**src/rtl/core/va_pkg.sv**
```systemverilog
package va_pkg;

    // Store size and field widths.
    localparam int MAX_VOICES_DEF = 24;
    localparam int COUNT_W        = 5;
    localparam int INDEX_W        = 5;
    localparam int STATUS_W       = 2;
    localparam int LEVEL_W        = 15;
    localparam int AGE_W          = 16;
    localparam int PRIO_W         = 15;
    localparam int OUTCOME_W      = 2;

    localparam logic [COUNT_W-1:0] VOICE_COUNT_RST = 5'd24;

    // Request types.
    localparam logic REQ_ALLOC  = 1'b0;
    localparam logic REQ_UPDATE = 1'b1;

    // Voice status codes.
    localparam logic [STATUS_W-1:0] STATUS_IDLE  = 2'd0;
    localparam logic [STATUS_W-1:0] STATUS_NOISE = 2'd2;

    // Allocation outcomes.
    localparam logic [OUTCOME_W-1:0] OUTCOME_FREE   = 2'd0;
    localparam logic [OUTCOME_W-1:0] OUTCOME_STOLEN = 2'd1;
    localparam logic [OUTCOME_W-1:0] OUTCOME_NONE   = 2'd2;

    // Sequencer states.
    typedef enum logic [1:0] {
        ST_IDLE,
        ST_SCAN,
        ST_AGE,
        ST_FINISH
    } t_state;

    // Entry of the status and level store.
    typedef struct packed {
        logic [STATUS_W-1:0] status;
        logic [LEVEL_W-1:0]  level;
    } t_sl_entry;

    // Entry of the age and priority store.
    typedef struct packed {
        logic [AGE_W-1:0]  age;
        logic [PRIO_W-1:0] prio;
    } t_ap_entry;

endpackage

```
**src/rtl/core/va_req_if.sv**
```systemverilog
interface va_req_if;
    import va_pkg::*;

    logic                valid;
    logic                ready;
    logic                req_type;
    logic [PRIO_W-1:0]   request_priority;
    logic [INDEX_W-1:0]  voice_index;
    logic [STATUS_W-1:0] voice_status_in;
    logic [LEVEL_W-1:0]  envelope_level;

    modport source (
        output valid, req_type, request_priority, voice_index, voice_status_in,
               envelope_level,
        input  ready
    );

    modport sink (
        input  valid, req_type, request_priority, voice_index, voice_status_in,
               envelope_level,
        output ready
    );

endinterface

```
**src/rtl/core/va_rsp_if.sv**
```systemverilog
interface va_rsp_if;
    import va_pkg::*;

    logic                 valid;
    logic                 ready;
    logic [INDEX_W-1:0]   chosen_voice;
    logic [OUTCOME_W-1:0] outcome;
    logic                 noise_release;

    modport source (
        output valid, chosen_voice, outcome, noise_release,
        input  ready
    );

    modport sink (
        input  valid, chosen_voice, outcome, noise_release,
        output ready
    );

endinterface

```
**src/rtl/core/va_ram.sv**
```systemverilog
module va_ram #(
    parameter int WIDTH = 16,
    parameter int DEPTH = 24
) (
    input  logic                     i_clk,
    input  logic                     i_we,
    input  logic [$clog2(DEPTH)-1:0] i_waddr,
    input  logic [WIDTH-1:0]         i_wdata,
    input  logic [$clog2(DEPTH)-1:0] i_raddr,
    output logic [WIDTH-1:0]         o_rdata
);

    logic [WIDTH-1:0] r_mem [DEPTH];
    logic [WIDTH-1:0] r_rdata;

    // One write port and one registered read port.
    always_ff @(posedge i_clk) begin
        if (i_we) begin
            r_mem[i_waddr] <= i_wdata;
        end
        r_rdata <= r_mem[i_raddr];
    end

    assign o_rdata = r_rdata;

endmodule

```
**src/rtl/core/voice_allocator_with_stealing_unit.sv**
```systemverilog
// Voice allocator with stealing. An update item writes one voice's status and envelope
// level and gives no result. An allocate item walks the first n voices (n is the voice
// count register, capped at MAX_VOICES) one voice per cycle through a shared compare
// unit, stopping early at the first free voice; if a voice was chosen, it then walks the
// same n voices again to age them and to claim the chosen one. The pace of both walks
// is set by the single read port of each voice store. The input is not ready until
// that work is done, and a finished result waits in an output register while the next
// item may already be taken; a result that is not taken holds the block back. After
// reset all voice stores read as zero at once; no clearing pass is needed.
module voice_allocator_with_stealing_unit #(
    parameter int MAX_VOICES = va_pkg::MAX_VOICES_DEF
) (
    input  logic                       i_clk,
    input  logic                       i_rst_n,
    input  logic                       i_cfg_we,
    input  logic [va_pkg::COUNT_W-1:0] i_cfg_wdata,
    va_req_if.sink                     i_req,
    va_rsp_if.source                   o_rsp
);
    import va_pkg::*;

    localparam int IW = $clog2(MAX_VOICES);
    localparam int CW = $clog2(MAX_VOICES + 1);

    // Control and working registers.
    t_state                   r_state, n_state;
    logic [COUNT_W-1:0]       r_count;
    logic [CW-1:0]            r_n, n_n;
    logic [PRIO_W-1:0]        r_prio, n_prio;
    logic [CW-1:0]            r_rd_idx, n_rd_idx;
    logic                     r_pend, n_pend;
    logic [IW-1:0]            r_pend_idx, n_pend_idx;
    logic [PRIO_W-1:0]        r_limit, n_limit;
    logic [LEVEL_W:0]         r_best_level, n_best_level;
    logic signed [AGE_W:0]    r_best_age, n_best_age;
    logic                     r_have_cand, n_have_cand;
    logic [IW-1:0]            r_cand, n_cand;
    logic                     r_cand_noise, n_cand_noise;
    logic [IW-1:0]            r_chosen, n_chosen;
    logic [OUTCOME_W-1:0]     r_outcome, n_outcome;
    logic                     r_noise, n_noise;
    logic                     r_out_valid, n_out_valid;
    logic [INDEX_W-1:0]       r_out_voice, n_out_voice;
    logic [OUTCOME_W-1:0]     r_out_outcome, n_out_outcome;
    logic                     r_out_noise, n_out_noise;
    logic [MAX_VOICES-1:0]    r_sl_vld, n_sl_vld;
    logic [MAX_VOICES-1:0]    r_ap_vld, n_ap_vld;
    logic                     r_sl_rvld;
    logic                     r_ap_rvld;

    // Store ports.
    logic                     sl_we;
    logic [IW-1:0]            sl_waddr;
    t_sl_entry                sl_wdata;
    t_sl_entry                sl_rdata;
    logic                     ap_we;
    t_ap_entry                ap_wdata;
    t_ap_entry                ap_rdata;
    logic [IW-1:0]            rd_addr;

    // Combinational helpers.
    t_sl_entry                sl_q;
    t_ap_entry                ap_q;
    logic [CW-1:0]            n_eff;
    logic                     issue;
    logic                     is_free;
    logic                     is_last;
    logic signed [AGE_W:0]    age_s;
    logic signed [AGE_W:0]    age_u;
    logic [LEVEL_W:0]         level_x;
    logic                     c_have;
    logic [PRIO_W-1:0]        c_limit;
    logic [LEVEL_W:0]         c_level;
    logic signed [AGE_W:0]    c_age;
    logic [IW-1:0]            c_cand;
    logic                     c_noise;
    logic                     req_fire;

    // Status and level store, written by update items.
    va_ram #(
        .WIDTH ($bits(t_sl_entry)),
        .DEPTH (MAX_VOICES)
    ) u_sl_ram (
        .i_clk   (i_clk),
        .i_we    (sl_we),
        .i_waddr (sl_waddr),
        .i_wdata (sl_wdata),
        .i_raddr (rd_addr),
        .o_rdata (sl_rdata)
    );

    // Age and priority store, written by the aging pass.
    va_ram #(
        .WIDTH ($bits(t_ap_entry)),
        .DEPTH (MAX_VOICES)
    ) u_ap_ram (
        .i_clk   (i_clk),
        .i_we    (ap_we),
        .i_waddr (r_pend_idx),
        .i_wdata (ap_wdata),
        .i_raddr (rd_addr),
        .o_rdata (ap_rdata)
    );

    // Effective voice count, saturated to the store size.
    always_comb begin
        if (32'(r_count) > MAX_VOICES) begin
            n_eff = CW'(MAX_VOICES);
        end else begin
            n_eff = CW'(r_count);
        end
    end

    // Read side: an entry never written reads as zero.
    assign rd_addr  = r_rd_idx[IW-1:0];
    assign issue    = ((r_state == ST_SCAN) || (r_state == ST_AGE)) && (r_rd_idx < r_n);
    assign sl_q     = r_sl_rvld ? sl_rdata : '0;
    assign ap_q     = r_ap_rvld ? ap_rdata : '0;
    assign is_free  = (sl_q.status == STATUS_IDLE) && (sl_q.level == '0);
    assign is_last  = ((CW'(r_pend_idx) + CW'(1)) == r_n);
    assign age_s    = {ap_q.age[AGE_W-1], ap_q.age};
    assign age_u    = {1'b0, ap_q.age};
    assign level_x  = {1'b0, sl_q.level};
    assign req_fire = i_req.valid && i_req.ready;

    // Update item writes land in the status and level store.
    assign sl_we          = req_fire && (i_req.req_type == REQ_UPDATE)
                            && (32'(i_req.voice_index) < MAX_VOICES);
    assign sl_waddr       = IW'(i_req.voice_index);
    assign sl_wdata.status = i_req.voice_status_in;
    assign sl_wdata.level  = i_req.envelope_level;

    // Aging pass: each of the first n voices ages, the chosen one restarts with the new priority.
    assign ap_we = (r_state == ST_AGE) && r_pend;
    always_comb begin
        if (r_pend_idx == r_chosen) begin
            ap_wdata.age  = '0;
            ap_wdata.prio = r_prio;
        end else begin
            ap_wdata.age  = ap_q.age + AGE_W'(1);
            ap_wdata.prio = ap_q.prio;
        end
    end

    // Shared compare unit: priority first, then level, then signed age.
    always_comb begin
        c_have  = r_have_cand;
        c_limit = r_limit;
        c_level = r_best_level;
        c_age   = r_best_age;
        c_cand  = r_cand;
        c_noise = r_cand_noise;
        if (ap_q.prio < r_limit) begin
            c_have  = 1'b1;
            c_limit = ap_q.prio;
            c_level = level_x;
            c_age   = age_u;
            c_cand  = r_pend_idx;
            c_noise = (sl_q.status == STATUS_NOISE);
        end else if (ap_q.prio == r_limit) begin
            c_have = 1'b1;
            if (level_x < r_best_level) begin
                c_level = level_x;
                c_age   = age_u;
                c_cand  = r_pend_idx;
                c_noise = (sl_q.status == STATUS_NOISE);
            end else if (level_x == r_best_level) begin
                if (r_best_age < age_s) begin
                    c_age   = age_s;
                    c_cand  = r_pend_idx;
                    c_noise = (sl_q.status == STATUS_NOISE);
                end
            end
        end
    end

    // Sequencer: next state and next register values.
    always_comb begin
        n_state       = r_state;
        n_n           = r_n;
        n_prio        = r_prio;
        n_rd_idx      = r_rd_idx;
        n_pend        = 1'b0;
        n_pend_idx    = r_pend_idx;
        n_limit       = r_limit;
        n_best_level  = r_best_level;
        n_best_age    = r_best_age;
        n_have_cand   = r_have_cand;
        n_cand        = r_cand;
        n_cand_noise  = r_cand_noise;
        n_chosen      = r_chosen;
        n_outcome     = r_outcome;
        n_noise       = r_noise;
        n_out_valid   = r_out_valid && !o_rsp.ready;
        n_out_voice   = r_out_voice;
        n_out_outcome = r_out_outcome;
        n_out_noise   = r_out_noise;
        n_sl_vld      = r_sl_vld;
        n_ap_vld      = r_ap_vld;

        if (sl_we) begin
            n_sl_vld[sl_waddr] = 1'b1;
        end
        if (ap_we) begin
            n_ap_vld[r_pend_idx] = 1'b1;
        end

        unique case (r_state)
            ST_IDLE: begin
                if (req_fire && (i_req.req_type == REQ_ALLOC)) begin
                    n_n          = n_eff;
                    n_prio       = i_req.request_priority;
                    n_rd_idx     = '0;
                    n_limit      = i_req.request_priority;
                    n_best_level = '1;
                    n_best_age   = '0;
                    n_have_cand  = 1'b0;
                    n_cand       = '0;
                    n_cand_noise = 1'b0;
                    n_chosen     = '0;
                    n_outcome    = OUTCOME_NONE;
                    n_noise      = 1'b0;
                    if (n_eff == '0) begin
                        n_state = ST_FINISH;
                    end else begin
                        n_state = ST_SCAN;
                    end
                end
            end
            ST_SCAN: begin
                n_pend     = issue;
                n_pend_idx = rd_addr;
                n_rd_idx   = r_rd_idx + CW'(issue);
                if (r_pend) begin
                    n_limit      = c_limit;
                    n_best_level = c_level;
                    n_best_age   = c_age;
                    n_have_cand  = c_have;
                    n_cand       = c_cand;
                    n_cand_noise = c_noise;
                    if (is_free) begin
                        n_chosen  = r_pend_idx;
                        n_outcome = OUTCOME_FREE;
                        n_noise   = 1'b0;
                        n_state   = ST_AGE;
                        n_rd_idx  = '0;
                        n_pend    = 1'b0;
                    end else if (is_last) begin
                        n_rd_idx = '0;
                        n_pend   = 1'b0;
                        if (c_have) begin
                            n_chosen  = c_cand;
                            n_outcome = OUTCOME_STOLEN;
                            n_noise   = c_noise;
                            n_state   = ST_AGE;
                        end else begin
                            n_chosen  = '0;
                            n_outcome = OUTCOME_NONE;
                            n_noise   = 1'b0;
                            n_state   = ST_FINISH;
                        end
                    end
                end
            end
            ST_AGE: begin
                n_pend     = issue;
                n_pend_idx = rd_addr;
                n_rd_idx   = r_rd_idx + CW'(issue);
                if (r_pend && is_last) begin
                    n_pend  = 1'b0;
                    n_state = ST_FINISH;
                end
            end
            ST_FINISH: begin
                if (!r_out_valid || o_rsp.ready) begin
                    n_out_valid   = 1'b1;
                    n_out_voice   = INDEX_W'(r_chosen);
                    n_out_outcome = r_outcome;
                    n_out_noise   = r_noise;
                    n_state       = ST_IDLE;
                end
            end
            default: begin
                n_state = ST_IDLE;
            end
        endcase
    end

    // Register update.
    always_ff @(posedge i_clk) begin
        if (!i_rst_n) begin
            r_state       <= ST_IDLE;
            r_count       <= VOICE_COUNT_RST;
            r_n           <= '0;
            r_prio        <= '0;
            r_rd_idx      <= '0;
            r_pend        <= 1'b0;
            r_pend_idx    <= '0;
            r_limit       <= '0;
            r_best_level  <= '0;
            r_best_age    <= '0;
            r_have_cand   <= 1'b0;
            r_cand        <= '0;
            r_cand_noise  <= 1'b0;
            r_chosen      <= '0;
            r_outcome     <= OUTCOME_NONE;
            r_noise       <= 1'b0;
            r_out_valid   <= 1'b0;
            r_out_voice   <= '0;
            r_out_outcome <= OUTCOME_NONE;
            r_out_noise   <= 1'b0;
            r_sl_vld      <= '0;
            r_ap_vld      <= '0;
            r_sl_rvld     <= 1'b0;
            r_ap_rvld     <= 1'b0;
        end else begin
            r_state       <= n_state;
            if (i_cfg_we) begin
                r_count <= i_cfg_wdata;
            end
            r_n           <= n_n;
            r_prio        <= n_prio;
            r_rd_idx      <= n_rd_idx;
            r_pend        <= n_pend;
            r_pend_idx    <= n_pend_idx;
            r_limit       <= n_limit;
            r_best_level  <= n_best_level;
            r_best_age    <= n_best_age;
            r_have_cand   <= n_have_cand;
            r_cand        <= n_cand;
            r_cand_noise  <= n_cand_noise;
            r_chosen      <= n_chosen;
            r_outcome     <= n_outcome;
            r_noise       <= n_noise;
            r_out_valid   <= n_out_valid;
            r_out_voice   <= n_out_voice;
            r_out_outcome <= n_out_outcome;
            r_out_noise   <= n_out_noise;
            r_sl_vld      <= n_sl_vld;
            r_ap_vld      <= n_ap_vld;
            r_sl_rvld     <= r_sl_vld[rd_addr];
            r_ap_rvld     <= r_ap_vld[rd_addr];
        end
    end

    // Channel outputs.
    assign i_req.ready         = (r_state == ST_IDLE);
    assign o_rsp.valid         = r_out_valid;
    assign o_rsp.chosen_voice  = r_out_voice;
    assign o_rsp.outcome       = r_out_outcome;
    assign o_rsp.noise_release = r_out_noise;

endmodule

```
**src/flat_wrapper.sv**
```systemverilog
// flat-port wrapper written by rule: the top's interface ports become plain ports
module voice_allocator_with_stealing_unit_flat import va_pkg::*;
#(
    parameter int MAX_VOICES = va_pkg::MAX_VOICES_DEF
)
  (i_clk, i_rst_n, i_cfg_we, i_cfg_wdata, i_req_valid, i_req_req_type, i_req_request_priority, i_req_voice_index, i_req_voice_status_in, i_req_envelope_level, i_req_ready, o_rsp_valid, o_rsp_chosen_voice, o_rsp_outcome, o_rsp_noise_release, o_rsp_ready);
  va_req_if i_req_i ();
  va_rsp_if o_rsp_i ();
  input  logic i_clk;
  input  logic i_rst_n;
  input  logic i_cfg_we;
  input  logic [va_pkg::COUNT_W-1:0] i_cfg_wdata;
  input wire logic [$bits(i_req_i.valid)-1:0] i_req_valid;
  input wire logic [$bits(i_req_i.req_type)-1:0] i_req_req_type;
  input wire logic [$bits(i_req_i.request_priority)-1:0] i_req_request_priority;
  input wire logic [$bits(i_req_i.voice_index)-1:0] i_req_voice_index;
  input wire logic [$bits(i_req_i.voice_status_in)-1:0] i_req_voice_status_in;
  input wire logic [$bits(i_req_i.envelope_level)-1:0] i_req_envelope_level;
  output wire logic [$bits(i_req_i.ready)-1:0] i_req_ready;
  output wire logic [$bits(o_rsp_i.valid)-1:0] o_rsp_valid;
  output wire logic [$bits(o_rsp_i.chosen_voice)-1:0] o_rsp_chosen_voice;
  output wire logic [$bits(o_rsp_i.outcome)-1:0] o_rsp_outcome;
  output wire logic [$bits(o_rsp_i.noise_release)-1:0] o_rsp_noise_release;
  input wire logic [$bits(o_rsp_i.ready)-1:0] o_rsp_ready;
  assign i_req_i.valid = i_req_valid;
  assign i_req_i.req_type = i_req_req_type;
  assign i_req_i.request_priority = i_req_request_priority;
  assign i_req_i.voice_index = i_req_voice_index;
  assign i_req_i.voice_status_in = i_req_voice_status_in;
  assign i_req_i.envelope_level = i_req_envelope_level;
  assign i_req_ready = i_req_i.ready;
  assign o_rsp_valid = o_rsp_i.valid;
  assign o_rsp_chosen_voice = o_rsp_i.chosen_voice;
  assign o_rsp_outcome = o_rsp_i.outcome;
  assign o_rsp_noise_release = o_rsp_i.noise_release;
  assign o_rsp_i.ready = o_rsp_ready;
  voice_allocator_with_stealing_unit #(.MAX_VOICES(MAX_VOICES)) u_core (.i_clk(i_clk), .i_rst_n(i_rst_n), .i_cfg_we(i_cfg_we), .i_cfg_wdata(i_cfg_wdata), .i_req(i_req_i), .o_rsp(o_rsp_i));
endmodule
```
**config.mk**
```make
export PLATFORM = sky130hd
export DESIGN_NAME = voice_allocator_with_stealing_unit_flat
export DESIGN_NICKNAME = d
export VERILOG_FILES = /design/src/rtl/core/va_pkg.sv /design/src/rtl/core/va_req_if.sv /design/src/rtl/core/va_rsp_if.sv /design/src/rtl/core/va_ram.sv /design/src/rtl/core/voice_allocator_with_stealing_unit.sv /design/src/flat_wrapper.sv
export SDC_FILE = /design/constraint.sdc
export NUM_CORES = 2
export LEC_CHECK = 0
export BUFFER_PORTS_ARGS = -buffer_cell sky130_fd_sc_hd__buf_2
export CORE_ASPECT_RATIO = 1.2
export CORE_MARGIN = 5
export CORE_UTILIZATION = 57
export CTS_CLUSTER_DIAMETER = 30
export DETAILED_ROUTE_END_ITERATION = 7
export PLACE_DENSITY = 0.85
export SLEW_MARGIN = 10
export SYNTH_ARGS = -nofsm -noshare
export SYNTH_HDL_FRONTEND = slang
export SYNTH_SLANG_ARGS = --single-unit
```
**constraint.sdc**
```tcl
create_clock -name i_clk -period 3.2 [get_ports i_clk]
set_input_delay 0.48 -clock i_clk [delete_from_list [all_inputs] [get_ports i_clk]]
set_output_delay 0.48 -clock i_clk [all_outputs]
set_load 0.1 [all_outputs]
```
==> impl_results.md <==
* Status: finished, violations left
* Failing checks: DRC, setup timing
* Worst slew pin tran at approximately 1.3 ns
* Grt total ovfl at 0
* Pleak at approximately 22 nW
* Critical Path RT at 3.82 ns
* Reg clk slew, reported paths at around 0.06 ns
* Placed inst area at around 56,000 sq um
* Layout net count at 3,228
* Clk Latency, worst-skew pair at approximately 0.8 ns
* DR top layer: met4
* Power density over cell area at a little over 700 nW/um^2
* Syn avg cell area at 18.5 sq um
* Pre-CTS setup slack at -0.171 ns
* DIE AREA at a little under 100,000 sq um
* I/O Buffers at 57
* Iteration-0 DRC Markers at 4,890
* Clock Sinks at 1,360
* Vias in the first global route at approximately 32,000
* Area Overhead vs Synth at 18.9%
* TritonRoute pass-1 iters at 8
* Final setup fails at 31
* Synth area leader: edfxtp_1
* Tot GR Track Use at a little under 30%
* EDFF count, synth at around 1,200
* Sequential element share of the synthesized area at about 73%
* CTS tree: done
* Number of I/O pins at 58
* Xor and xnor area share after synthesis at 0.377%
* Routed Antenna Nets at 0
* Vias/cell at between 6 and 7
* Die Ht at 344 microns
* CP endpoint kind: flop
* Share of layout cells above drive strength 1 at between 20% and 30%
* Post-synth top flop: edfxtp_1
* Pin count of the biggest net entering global routing at around 120
* Worst Setup Path Type: flop to flop
* Filler instances at 5,106
* Setup slack, reg-to-reg at -0.27 ns
* Post-Synth Adder-Cell Area at ~1.4%
* Simple-Gate Fraction of Synth Area at 4.17%
* Initial Util at 57.5%
* GP Congestion at 0.863
* Yosys cell types at 72
* Compound-Gate Fraction of Synth Area at roughly 3.0%
* Register bit total from synthesis at 1,360
* Max-cap viol count at 0
* CTS root buf: clkbuf_16
* Tcrit/Tclk final at 108%
* FP Rows at approximately 120
* Total Routed Length at around 150 mm
* Metal3 WL at about 15 mm
* Met2 wire len at 76.1 mm
* Register area at roughly 39,000 sq um
* Setup_tns at -4.97 ns
* Maximum level of the CTS H-tree at 4
* Clock Skew at 0.0545 ns
* Setup ws final at -0.271 ns
* Worst min-delay path class: input pin to flop
* Num CTS Buffers at between 150 and 200
* First-pass GRT wire length at about 210 mm
* Synth warn at 0
* Most common cell after layout, fill and taps aside: edfxtp_1
* Max VDD drop at ~0.92 mV
* CP Max Fanout at 8
* Multiplexer share of the synthesized area at between 10% and 20%
* Fin. max-slew vios at 0
* Area of the mapped netlist at ~53,000 sq um
* Clock Tree Buf Depth at 3
* Vias at between 30,000 and 40,000
* DRC errors left at 10
* Top cell type's share of synthesized area at 65.1%
* FFs w/ async S/R, synth at 0%
* DR WL/cell at around 32 microns
* Crit path time final at between 3 and 4 ns
* Core area at between 90,000 and 100,000 sq um
* Chip width at about 290 microns
* Fmax at about 0.29 GHz
* CP Launch Type: flop
* Largest family of logic cells by synthesized area: multiplexers
* Antenna violations before repair at 3
* Slew HR at between 10 and 15%
* Detailed placement HPWL at around 70 mm
* Most frequent cells in the layout: 1,152 x edfxtp_1, 350 x mux4_2, 220 x nor2_1
* WP data arrival at a little over 4 ns
* Mapped Cells at roughly 2,900
* Area of the multi-input gates at 13,700 sq um
* Met1 WL at approximately 46 mm
* Mapped Nets at 2,985
* Post-route cell area at between 60,000 and 70,000 sq um
* Area contributors post-synth: edfxtp_1 65%, mux4_2 15%, dfxtp_1 7.8%
* Hold Violations, Final at 0
## critical path, stage by stage, from the launching register on
cell and delay [ns]:
dfxtp_2 0.43, nand2_1 0.15, ha_1 0.34, a211o_1 0.37, a221oi_2 0.58, o21ai_1 0.14
a31oi_2 0.25, mux2i_1 0.30, nand2b_1 0.18, buf_4 0.18, a31oi_4 0.23, o221ai_1 0.15
## cell usage after synthesis (7+ instances only)
library cell / n
edfxtp_1: 1152
mux4_2: 350
nor2_1: 263
dfxtp_1: 208
nand2_1: 143
a21oi_1: 115
clkbuf_1: 95
inv_1: 79
mux2i_1: 72
ha_1: 61
o21ai_0: 56
buf_2: 41
nand3_1: 36
o211ai_1: 18
xnor2_1: 15
buf_1: 10
nand4_1: 9
nor3_1: 8
a21o_1: 7
nand3b_1: 7
nor2b_1: 7
nor4_1: 7
## cell type report
class | instances | area share (%)
timing repair buffer | 198 | 2.92
clock buffer | 213 | 7.95
tap | 1240 | 2.46
multi-input combinational | 1282 | 21.7
clock inverter | 158 | 3.04
sequential | 1360 | 61.4
antenna | 2 | 0.00792
inverter | 81 | 0.483
## layer usage
| metal | vias to the layer above | GRT usage (%) |
|---|---|---|
| met5 | - | 0 |
| met4 | 0 | 14.9 |
| met3 | 716 | 6.62 |
| met2 | 2576 | 51.3 |
| met1 | 15600 | 34.7 |
| li1 | 12000 | - |
## flip-flops by register name, summed over array words and instances, names as in the netlist, 15 cells and up
signal / count
u_core.r_ap_vld: 24
u_core.r_best_age: 17
u_core.r_best_level: 16
u_core.r_limit: 15
u_core.r_prio: 15
u_core.r_sl_vld: 24
u_core.u_ap_ram.o_rdata: 31
u_core.u_ap_ram.r_mem: 744
u_core.u_sl_ram.o_rdata: 17
u_core.u_sl_ram.r_mem: 408
## report_power, final
part           total (mW)  internal (mW)  switching (mW)  leakage, nW
registers            19.8           19.5           0.229         13.0
logic                2.85          0.984            1.86         5.23
clock network        22.5           13.7            8.82         3.35
## through the flow
step	std cells	hold slack [ns]	util (%)	power (mW)
floorplan	2876	0.435	-	21.7
global placement	4143	0.444	60.6	22.3
detailed placement	4143	0.452	60.6	22.4
CTS	4529	0.00156	68.3	44.9
global route	4532	0.0358	68.4	46.3
finish	4534	0.0277	68.4	45.1
## cell families after synthesis
group	after synthesis
AO/OA/AOI/OAI	257
XOR/XNOR	22
adder cells (fa/ha/maj)	61
buffers and inverters	234
flip-flops	1360
multiplexers	426
AND/OR/NAND/NOR	516
## what timing repair did
item | CTS | global route
hold buffers | 15 | 0
resized for setup | 8 | 11
hold endpoints to repair | 15 | 0
pin swaps | 0 | 3
setup endpoints to repair | 102 | 77
setup buffers | 0 | 3
## final timing paths
check | startpoint | end | depth (start not counted)
worst min-delay path | i_req_request_priority[1] | u_core.r_prio[1] | 3
worst max register to register | u_core.r_ap_rvld | u_core.r_chosen[4] | 11
worst max-delay path | u_core.r_ap_rvld | u_core.r_chosen[4] | 11
worst min register to register | u_core.r_prio[0] | u_core.r_prio[0] | 2
No activity file was read; power rests on OpenSTA's default activity.
